`config.mk`:
```
export PLATFORM = sky130hd
export DESIGN_NAME = led_breathe_blink_sequencer
export DESIGN_NICKNAME = d
export VERILOG_FILES = /design/src/lbb_pkg.sv /design/src/led_breathe_blink_sequencer.sv /design/src/lbb_datapath.sv /design/src/lbb_ctrl.sv
export VERILOG_INCLUDE_DIRS = /design/src /design/src/src
export SDC_FILE = /design/constraint.sdc
export NUM_CORES = 1
export LEC_CHECK = 0
export BUFFER_PORTS_ARGS = -buffer_cell sky130_fd_sc_hd__clkbuf_2
export CORE_ASPECT_RATIO = 1.4
export CORE_UTILIZATION = 50
export CTS_CLUSTER_SIZE = 40
export DETAILED_ROUTE_END_ITERATION = 7
export PLACE_DENSITY_LB_ADDON = 0.25
export SKIP_LAST_GASP = 1
export SLEW_MARGIN = 20
export SYNTH_ARGS = -nofsm -noshare
export SYNTH_HDL_FRONTEND = slang
export SYNTH_SLANG_ARGS = --single-unit
export TNS_END_PERCENT = 50
```
`constraint.sdc`:
```
create_clock -name clk -period 5.97 [get_ports clk]
set_input_delay 0.2985 -clock clk [delete_from_list [all_inputs] [get_ports clk]]
set_output_delay 0.2985 -clock clk [all_outputs]
set_load 0.02 [all_outputs]
```
`src/led_breathe_blink_sequencer_macros.svh`:
```
// ----------------------------------------------------------------------------
// led breathe blink sequencer assertion macros
// concurrent check helpers, empty when SYNTHESIS is defined
// ----------------------------------------------------------------------------
`ifndef LED_BREATHE_BLINK_SEQUENCER_MACROS_SVH
`define LED_BREATHE_BLINK_SEQUENCER_MACROS_SVH

`ifndef SYNTHESIS

// same-cycle implication
`define LBB_ASSERT_IMPLY(label, clk, rst_n, ante, cons) \
    label: assert property (@(posedge clk) disable iff (!rst_n) (ante) |-> (cons)) \
        else $error("lbb assertion failed");

// next-cycle implication
`define LBB_ASSERT_NEXT(label, clk, rst_n, ante, cons) \
    label: assert property (@(posedge clk) disable iff (!rst_n) (ante) |=> (cons)) \
        else $error("lbb assertion failed");

`else

`define LBB_ASSERT_IMPLY(label, clk, rst_n, ante, cons)
`define LBB_ASSERT_NEXT(label, clk, rst_n, ante, cons)

`endif

`endif

```
`src/lbb_pkg.sv`:
```
`default_nettype none
// ----------------------------------------------------------------------------
// lbb_pkg
// shared types and constants of the led breathe blink sequencer
// ----------------------------------------------------------------------------
package lbb_pkg;

    localparam int DUR_W    = 16;
    localparam int LVL_W    = 8;
    localparam int BLINK_W  = 8;
    localparam int IDX_W    = 10;
    localparam int CFG_IDX_W = 3;
    localparam int CFG_DAT_W = 16;
    localparam int NUM_W    = DUR_W + LVL_W;
    localparam int DIV_CNT_W = $clog2(NUM_W);

    localparam logic [CFG_IDX_W-1:0] CFG_FADE_TIME  = 3'd0;
    localparam logic [CFG_IDX_W-1:0] CFG_ON_TIME    = 3'd1;
    localparam logic [CFG_IDX_W-1:0] CFG_OFF_TIME   = 3'd2;
    localparam logic [CFG_IDX_W-1:0] CFG_BLINKS     = 3'd3;
    localparam logic [CFG_IDX_W-1:0] CFG_JUMP       = 3'd4;
    localparam logic [CFG_IDX_W-1:0] CFG_MAX_BRIGHT = 3'd5;

    localparam logic [DUR_W-1:0]   FADE_TIME_RST  = 16'd500;
    localparam logic [DUR_W-1:0]   ON_TIME_RST    = 16'd500;
    localparam logic [DUR_W-1:0]   OFF_TIME_RST   = 16'd500;
    localparam logic [BLINK_W-1:0] BLINKS_RST     = 8'd1;
    localparam logic [IDX_W-1:0]   JUMP_RST       = 10'd1;
    localparam logic [LVL_W-1:0]   MAX_BRIGHT_RST = 8'd240;

    typedef enum logic [1:0] {
        PH_FADE_UP   = 2'd0,
        PH_ON        = 2'd1,
        PH_FADE_DOWN = 2'd2,
        PH_OFF       = 2'd3
    } phase_t;

    typedef struct packed {
        logic load;
        logic mul;
        logic div_step;
        logic commit;
    } lbb_cmd_t;

    typedef struct packed {
        logic div_done;
    } lbb_sts_t;

endpackage

`default_nettype wire

```
`src/led_breathe_blink_sequencer.sv`:
```
`default_nettype none
// ----------------------------------------------------------------------------
// led_breathe_blink_sequencer
// Breathing and blinking led pattern sequencer. Each input beat is a tick
// carrying elapsed time; each tick yields one output beat with the brightness
// of the current phase, the strip start offset, the phase and a strip clear
// flag. A tick occupies the block from acceptance to the next possible
// acceptance: a capture state, a multiply state, 24 steps of the bit-serial
// restoring divider and a state update. The result sits in an output
// register, so the next tick is taken while it waits; commit stalls only if
// the previous result is still not taken. Config writes are always ready and
// must be issued while no tick is in flight.
// ----------------------------------------------------------------------------
`include "led_breathe_blink_sequencer_macros.svh"

module led_breathe_blink_sequencer
    import lbb_pkg::*;
(
    input  wire logic                 clk,
    input  wire logic                 rst_n,
    input  wire logic                 in_valid,
    output logic                      in_ready,
    input  wire logic [DUR_W-1:0]     elapsed,
    output logic                      out_valid,
    input  wire logic                 out_ready,
    output logic      [LVL_W-1:0]     brightness,
    output logic      [IDX_W-1:0]     start_pixel,
    output logic      [1:0]           phase,
    output logic                      clear_strip,
    input  wire logic                 cfg_valid,
    output logic                      cfg_ready,
    input  wire logic [CFG_IDX_W-1:0] cfg_index,
    input  wire logic [CFG_DAT_W-1:0] cfg_data
);

    lbb_cmd_t cmd;
    lbb_sts_t sts;

    assign cfg_ready = 1'b1;

    lbb_ctrl u_ctrl (
        .clk       (clk),
        .rst_n     (rst_n),
        .in_valid  (in_valid),
        .in_ready  (in_ready),
        .out_valid (out_valid),
        .out_ready (out_ready),
        .cmd       (cmd),
        .sts       (sts)
    );

    lbb_datapath u_datapath (
        .clk         (clk),
        .rst_n       (rst_n),
        .cmd         (cmd),
        .sts         (sts),
        .cfg_we      (cfg_valid && cfg_ready),
        .cfg_index   (cfg_index),
        .cfg_data    (cfg_data),
        .elapsed     (elapsed),
        .brightness  (brightness),
        .start_pixel (start_pixel),
        .phase       (phase),
        .clear_strip (clear_strip)
    );

    // one tick at a time
    `LBB_ASSERT_NEXT(a_busy_after_accept, clk, rst_n, in_valid && in_ready, !in_ready)
    // clear only at the end of a dark phase
    `LBB_ASSERT_IMPLY(a_clear_in_off, clk, rst_n, out_valid && clear_strip, phase == PH_OFF)
    // dark phase is always black
    `LBB_ASSERT_IMPLY(a_off_dark, clk, rst_n, out_valid && phase == PH_OFF, brightness == '0)

endmodule

`default_nettype wire

```
`src/lbb_datapath.sv`:
```
`default_nettype none
// ----------------------------------------------------------------------------
// lbb_datapath
// config registers, sequencer state, multiplier and restoring divider
// ----------------------------------------------------------------------------
module lbb_datapath
    import lbb_pkg::*;
(
    input  wire logic                  clk,
    input  wire logic                  rst_n,
    input  wire lbb_cmd_t              cmd,
    output lbb_sts_t                   sts,
    input  wire logic                  cfg_we,
    input  wire logic [CFG_IDX_W-1:0]  cfg_index,
    input  wire logic [CFG_DAT_W-1:0]  cfg_data,
    input  wire logic [DUR_W-1:0]      elapsed,
    output logic      [LVL_W-1:0]      brightness,
    output logic      [IDX_W-1:0]      start_pixel,
    output logic      [1:0]            phase,
    output logic                       clear_strip
);

    logic [DUR_W-1:0]     fade_time_reg;
    logic [DUR_W-1:0]     on_time_reg;
    logic [DUR_W-1:0]     off_time_reg;
    logic [BLINK_W-1:0]   blinks_reg;
    logic [IDX_W-1:0]     jump_reg;
    logic [LVL_W-1:0]     max_bright_reg;

    phase_t               phase_reg;
    phase_t               phase_next;
    logic                 dir_reg;
    logic                 dir_next;
    logic                 first_reg;
    logic [DUR_W-1:0]     countdown_reg;
    logic [DUR_W-1:0]     countdown_next;
    logic [BLINK_W-1:0]   blink_reg;
    logic [BLINK_W-1:0]   blink_next;

    logic [DUR_W-1:0]     elapsed_reg;
    logic [NUM_W-1:0]     num_reg;
    logic [DUR_W-1:0]     rem_reg;
    logic [DIV_CNT_W-1:0] cnt_reg;

    logic [LVL_W-1:0]     bright_out_reg;
    logic [IDX_W-1:0]     start_out_reg;
    logic [1:0]           phase_out_reg;
    logic                 clear_out_reg;

    logic [DUR_W-1:0]     mul_a;
    logic [NUM_W-1:0]     product;
    logic [DUR_W:0]       rem_sh;
    logic [DUR_W+1:0]     diff;
    logic                 ge;
    logic [LVL_W-1:0]     quot_clamp;
    logic [LVL_W-1:0]     level;
    logic [DUR_W-1:0]     cd_load;
    logic                 clr;
    logic [BLINK_W:0]     blink_inc;

    // multiplier operand and product
    assign mul_a   = (phase_reg == PH_FADE_UP) ? (fade_time_reg - countdown_reg)
                                               : countdown_reg;
    assign product = NUM_W'(mul_a) * NUM_W'(max_bright_reg);

    // restoring divider step
    assign rem_sh = {rem_reg, num_reg[NUM_W-1]};
    assign diff   = {1'b0, rem_sh} - {2'b00, fade_time_reg};
    assign ge     = !diff[DUR_W+1];

    assign sts.div_done = (cnt_reg == DIV_CNT_W'(NUM_W - 1));

    // brightness before update
    assign quot_clamp = (num_reg > NUM_W'(max_bright_reg)) ? max_bright_reg
                                                            : num_reg[LVL_W-1:0];

    always_comb
    begin
        level = quot_clamp;
        if (first_reg)
        begin
            level = max_bright_reg;
        end
        else
        begin
            case (phase_reg)
                PH_ON:
                begin
                    level = max_bright_reg;
                end
                PH_OFF:
                begin
                    level = '0;
                end
                PH_FADE_UP:
                begin
                    if (fade_time_reg == '0)
                    begin
                        level = max_bright_reg;
                    end
                    else if (countdown_reg > fade_time_reg)
                    begin
                        level = '0;
                    end
                end
                default:
                begin
                    if (fade_time_reg == '0)
                    begin
                        level = '0;
                    end
                end
            endcase
        end
    end

    // state update
    always_comb
    begin
        phase_next = phase_reg;
        dir_next   = dir_reg;
        blink_next = blink_reg;
        cd_load    = countdown_reg;
        clr        = 1'b0;
        blink_inc  = {1'b0, blink_reg} + 9'd1;
        if (first_reg)
        begin
            cd_load = fade_time_reg;
        end
        else if (countdown_reg == '0)
        begin
            case (phase_reg)
                PH_FADE_UP:
                begin
                    phase_next = PH_ON;
                    cd_load    = on_time_reg;
                end
                PH_ON:
                begin
                    phase_next = PH_FADE_DOWN;
                    cd_load    = fade_time_reg;
                end
                PH_FADE_DOWN:
                begin
                    phase_next = PH_OFF;
                    cd_load    = off_time_reg;
                end
                default:
                begin
                    phase_next = PH_FADE_UP;
                    cd_load    = fade_time_reg;
                    clr        = 1'b1;
                    if (blink_inc >= {1'b0, blinks_reg})
                    begin
                        blink_next = '0;
                        dir_next   = !dir_reg;
                    end
                    else
                    begin
                        blink_next = blink_inc[BLINK_W-1:0];
                    end
                end
            endcase
        end
        countdown_next = (cd_load > elapsed_reg) ? (cd_load - elapsed_reg) : '0;
    end

    always_ff @(posedge clk or negedge rst_n)
    begin
        if (!rst_n)
        begin
            fade_time_reg  <= FADE_TIME_RST;
            on_time_reg    <= ON_TIME_RST;
            off_time_reg   <= OFF_TIME_RST;
            blinks_reg     <= BLINKS_RST;
            jump_reg       <= JUMP_RST;
            max_bright_reg <= MAX_BRIGHT_RST;
            phase_reg      <= PH_FADE_UP;
            dir_reg        <= 1'b0;
            first_reg      <= 1'b1;
            countdown_reg  <= '0;
            blink_reg      <= '0;
        end
        else
        begin
            if (cfg_we)
            begin
                case (cfg_index)
                    CFG_FADE_TIME:  fade_time_reg  <= cfg_data;
                    CFG_ON_TIME:    on_time_reg    <= cfg_data;
                    CFG_OFF_TIME:   off_time_reg   <= cfg_data;
                    CFG_BLINKS:     blinks_reg     <= cfg_data[BLINK_W-1:0];
                    CFG_JUMP:       jump_reg       <= cfg_data[IDX_W-1:0];
                    CFG_MAX_BRIGHT: max_bright_reg <= cfg_data[LVL_W-1:0];
                    default:        ;
                endcase
            end
            if (cmd.commit)
            begin
                phase_reg     <= phase_next;
                dir_reg       <= dir_next;
                first_reg     <= 1'b0;
                countdown_reg <= countdown_next;
                blink_reg     <= blink_next;
            end
        end
    end

    always_ff @(posedge clk)
    begin
        if (cmd.load)
        begin
            elapsed_reg <= elapsed;
        end
        if (cmd.mul)
        begin
            num_reg <= product;
            rem_reg <= '0;
            cnt_reg <= '0;
        end
        else if (cmd.div_step)
        begin
            num_reg <= {num_reg[NUM_W-2:0], ge};
            rem_reg <= ge ? diff[DUR_W-1:0] : rem_sh[DUR_W-1:0];
            cnt_reg <= cnt_reg + 1'b1;
        end
        if (cmd.commit)
        begin
            bright_out_reg <= level;
            start_out_reg  <= dir_reg ? jump_reg : '0;
            phase_out_reg  <= phase_reg;
            clear_out_reg  <= clr;
        end
    end

    assign brightness  = bright_out_reg;
    assign start_pixel = start_out_reg;
    assign phase       = phase_out_reg;
    assign clear_strip = clear_out_reg;

endmodule

`default_nettype wire

```
`src/lbb_ctrl.sv`:
```
`default_nettype none
// ----------------------------------------------------------------------------
// lbb_ctrl
// tick sequencing: capture, multiply, divide, commit and result handshake
// ----------------------------------------------------------------------------
module lbb_ctrl
    import lbb_pkg::*;
(
    input  wire logic     clk,
    input  wire logic     rst_n,
    input  wire logic     in_valid,
    output logic          in_ready,
    output logic          out_valid,
    input  wire logic     out_ready,
    output lbb_cmd_t      cmd,
    input  wire lbb_sts_t sts
);

    typedef enum logic [1:0] {
        ST_IDLE,
        ST_MUL,
        ST_DIV,
        ST_FIN
    } state_t;

    state_t state_reg;
    state_t state_next;
    logic   out_valid_reg;
    logic   out_valid_next;

    always_comb
    begin
        state_next     = state_reg;
        out_valid_next = out_valid_reg && !out_ready;
        cmd            = '0;
        case (state_reg)
            ST_IDLE:
            begin
                if (in_valid)
                begin
                    cmd.load   = 1'b1;
                    state_next = ST_MUL;
                end
            end
            ST_MUL:
            begin
                cmd.mul    = 1'b1;
                state_next = ST_DIV;
            end
            ST_DIV:
            begin
                cmd.div_step = 1'b1;
                if (sts.div_done)
                begin
                    state_next = ST_FIN;
                end
            end
            ST_FIN:
            begin
                // wait for the output register to free up
                if (!out_valid_reg || out_ready)
                begin
                    cmd.commit     = 1'b1;
                    out_valid_next = 1'b1;
                    state_next     = ST_IDLE;
                end
            end
            default:
            begin
                state_next = ST_IDLE;
            end
        endcase
    end

    always_ff @(posedge clk or negedge rst_n)
    begin
        if (!rst_n)
        begin
            state_reg     <= ST_IDLE;
            out_valid_reg <= 1'b0;
        end
        else
        begin
            state_reg     <= state_next;
            out_valid_reg <= out_valid_next;
        end
    end

    assign in_ready  = (state_reg == ST_IDLE);
    assign out_valid = out_valid_reg;

endmodule

`default_nettype wire
```
==> results_dict.tcl <==
set metrics [dict create \
    avgSynthCellArea_um2 9.70 \
    clock_path_buffers 2 \
    ys_seq_elements 187 \
    drt-wirelength-per-cell_um 18.1 \
    power.density_nw_per_um2 659 \
    start_util_pct 50.7 \
    cts_buffers 17 \
    hold_path_class "in -> reg" \
    ctsHtreeMaxLevel 4 \
    cts_root_buf "clkbuf_16" \
    track_usage_pct 25.6 \
    wl_um 37600 \
    maxCapViolCount 0 \
    yosys_warnings 0 \
    crit_path_max_incr_delay_ns 0.57 \
    cts_tree "done" \
    die-area_um2 30300 \
    dr.pass1.iters 5 \
    synth_flop_cell "dfrtp_1" \
    fill_cells 2509 \
    synth-edff-count 61 \
    drt_drc_violations_left 0 \
    fmax_mhz 162 \
    fin_ws_ns -0.215 \
    drtIter0Drc 646 \
    path_clk_slew_ns 0.08 \
    grt_pass1_vias 11860 \
    antenna_left 0 \
    cts_num_sinks 187 \
    end_kind "flip-flop" \
    maxSlewHeadroom_pct 26.2 \
    multi_input_area_um2 9420 \
    tightest_slew_ns 1.10 \
    dpl_worst_slack_ns -0.402 \
    hold_viol_final 0 \
    finalSetupViolations 11 \
    cp-endpoint "u_datapath.num_reg[23]" \
    fin_crit_sh_pct 104 \
    r2r_start "u_datapath.countdown_reg[1]" \
    grt_overflow 0 \
    gp_congestion 0.926 \
    finalMaxSlewViolations 0 \
    r2r-end "u_datapath.num_reg[23]" \
    synth_seq_area_share_pct 33.2 \
    antenna_found_initial 0 \
    final_nets 1929 \
    violations "setup timing" \
    cp-start-kind "flip-flop" \
    vias 11685 \
    power_mw 11.4 \
    synth_area_um2 14800 \
    die_w_um 147 \
    grt_pass1_wl_um 60400 \
    min_period_ns 6.19 \
    seqCellArea_um2 4910 \
    critPathMaxFanout 7 \
    critPathKind "reg -> reg" \
    fp-row-count 74 \
    die_y_um 205 \
    worstRegToRegCells 26 \
    io_buffers 62 \
    rsz0062_at_grt "true" \
    syn-instance-count 1523 \
    critical_path_required_ns 6.27 \
    cp.arrival_ns 6.48 \
    dp_hpwl_um 29100 \
    ys_types 76 \
    num_io_pins 64 \
    clkLatencyLatePin_ns 0.45 \
    grt_max_degree 62 \
    synth_fp_nets 1768 \
    vias_per_cell 5.63 \
    slowest_stage "fa_2" \
    drive_above_1_share_pct 24.9 \
    core_area_um2 29200 \
    finClkSkew_ns 0.0144 \
    critPathLaunch "u_datapath.countdown_reg[1]" \
    peakVddDrop_mv 0.470 \
    largest_reg_flops 24 \
    diodes 0 \
    syn2layout_area_growth_pct 17.5 \
    status "finished, violations left" \
    synthArstFlopShare_pct 56.1 \
    p_leak_nw 7.93 \
    reg2reg_slack_ns -0.22 \
]
-- worst max-delay path: cells and delay by family, from the launching register on --
family          cells  cell delay (ns)
compound gates     13             2.39
flops               1             0.38
fa+ha+maj           6             2.46
simple gates        3             0.53
buf+inv             4             0.29
-- report_power, final --
| part | total (mW) | switching [mW] | leakage [nW] | internal (mW) |
|---|---|---|---|---|
| Sequential | 2.15 | 0.294 | 2.03 | 1.85 |
| Clock | 1.15 | 0.558 | 0.293 | 0.589 |
| Combinational | 8.15 | 4.39 | 5.61 | 3.76 |
-- cell usage after synthesis, types with 5 or more instances --
library cell,instances,area (µm²)
clkbuf_1,37,139
o2111ai_1,5,43.8
ha_1,118,1480
dfxtp_1,21,420
a31oi_1,10,62.6
dfrtp_1,80,2000
o21bai_1,6,45.0
dfstp_2,25,657
a311oi_1,10,87.6
nand4_1,13,81.3
and3_1,6,37.5
o211ai_1,5,37.5
o21ai_0,72,360
o21a_1,23,173
nand2b_1,28,175
a21o_1,25,188
a22o_1,29,254
edfxtp_1,61,1830
xnor2_1,43,377
fa_1,87,1740
a32o_1,7,70.1
mux2i_1,9,90.1
or3_1,11,68.8
nor2_1,136,510
xor2_1,12,105
nor4_1,15,93.8
nand3_1,28,140
a211oi_1,6,45.0
a21oi_1,59,295
buf_1,5,18.8
and2_1,49,307
nor2b_1,22,138
mux2_2,72,811
nor3_1,20,100
inv_1,176,661
nand2_1,114,428
-- cell usage in the layout, fill, tap and decap left out, types with 10 or more instances in the layout --
cell,instances
inv_1,167
nor2_1,125
buf_4,125
nand2_1,114
ha_1,104
fa_1,82
dfrtp_1,80
mux2_2,71
o21ai_0,67
clkbuf_2,61
edfxtp_1,61
a21oi_1,51
and2_1,49
xnor2_1,42
a22o_1,29
nand3_1,28
nand2b_1,26
a21o_1,25
dfstp_2,25
o21a_1,23
dfxtp_1,21
nor2b_1,19
clkbuf_16,18
nor3_1,17
nor4_1,15
nand4_1,13
inv_2,12
xor2_1,12
a311oi_1,10
ha_4,10
-- metal layers --
layer | vias up | wire, µm | global-route usage (%)
li1 | 5571 | - | -
met1 | 5761 | 15500 | 30.5
met2 | 262 | 19100 | 44.9
met3 | 91 | 1060 | 2.88
met4 | 0 | 1990 | 14.5
met5 | - | 0 | 0
-- how the worst min path moves through the flow --
stage                     startpoint                         to  slack (ns)  cells past startpoint
after global placement         rst_n     u_datapath.jump_reg[1]        0.32                      1
after floorplan                rst_n           u_ctrl.out_valid       0.003                      0
after global routing      elapsed[0]  u_datapath.elapsed_reg[0]        0.01                      1
after CTS                 elapsed[1]  u_datapath.elapsed_reg[1]       0.005                      1
final                     elapsed[1]  u_datapath.elapsed_reg[1]        0.02                      1
after detailed placement       rst_n     u_datapath.jump_reg[1]        0.32                      1
-- layout make-up --
class	count	share of cell area, %
Multi-Input combinational cell	1106	54.2
Sequential cell	187	28.3
Inverter	182	3.93
Tap cell	380	2.74
Clock inverter	12	0.677
Clock buffer	20	2.69
Timing Repair Buffer	190	7.46
-- timing repair --
action	in CTS	in global routing
hold endpoints to repair	30	0
buffers inserted	10	10
setup endpoints to repair	11	13
pin swaps	45	64
resized for setup	26	46
hold buffers	1	0
-- kinds of logic (layout without fill, tap and decap cells) --
group                      after synthesis  after routing  synth area share, %
muxes                                   81             81                 6.10
AOI/OAI and AO/OA                      304            304                 14.3
other                                    1              1               0.0254
adders and majority gates              205            205                 21.8
and+or+nand+nor                        460            460                 15.3
buffers and inverters                  230            404                 6.00
xor gates and xnor gates                55             55                 3.26
DFF                                    187            187                 33.2
-- metrics by stage --
stage | cell area (µm²) | hold WS [ns] | util [%] | TNS, ns | cells
finish | 17400 | 0.0151 | 59.5 | -1.50 | 2077
global route | 17400 | 0.0141 | 59.5 | -3.96 | 2077
CTS | 17100 | 0.00550 | 58.6 | -1.11 | 2067
detailed placement | 16300 | 0.321 | 56.0 | -2.85 | 2025
global placement | 16300 | 0.321 | 56.0 | -1.59 | 2025
floorplan | 14900 | 0.00291 | - | -0.0418 | 1523
No activity file was read; power rests on OpenSTA's default activity.
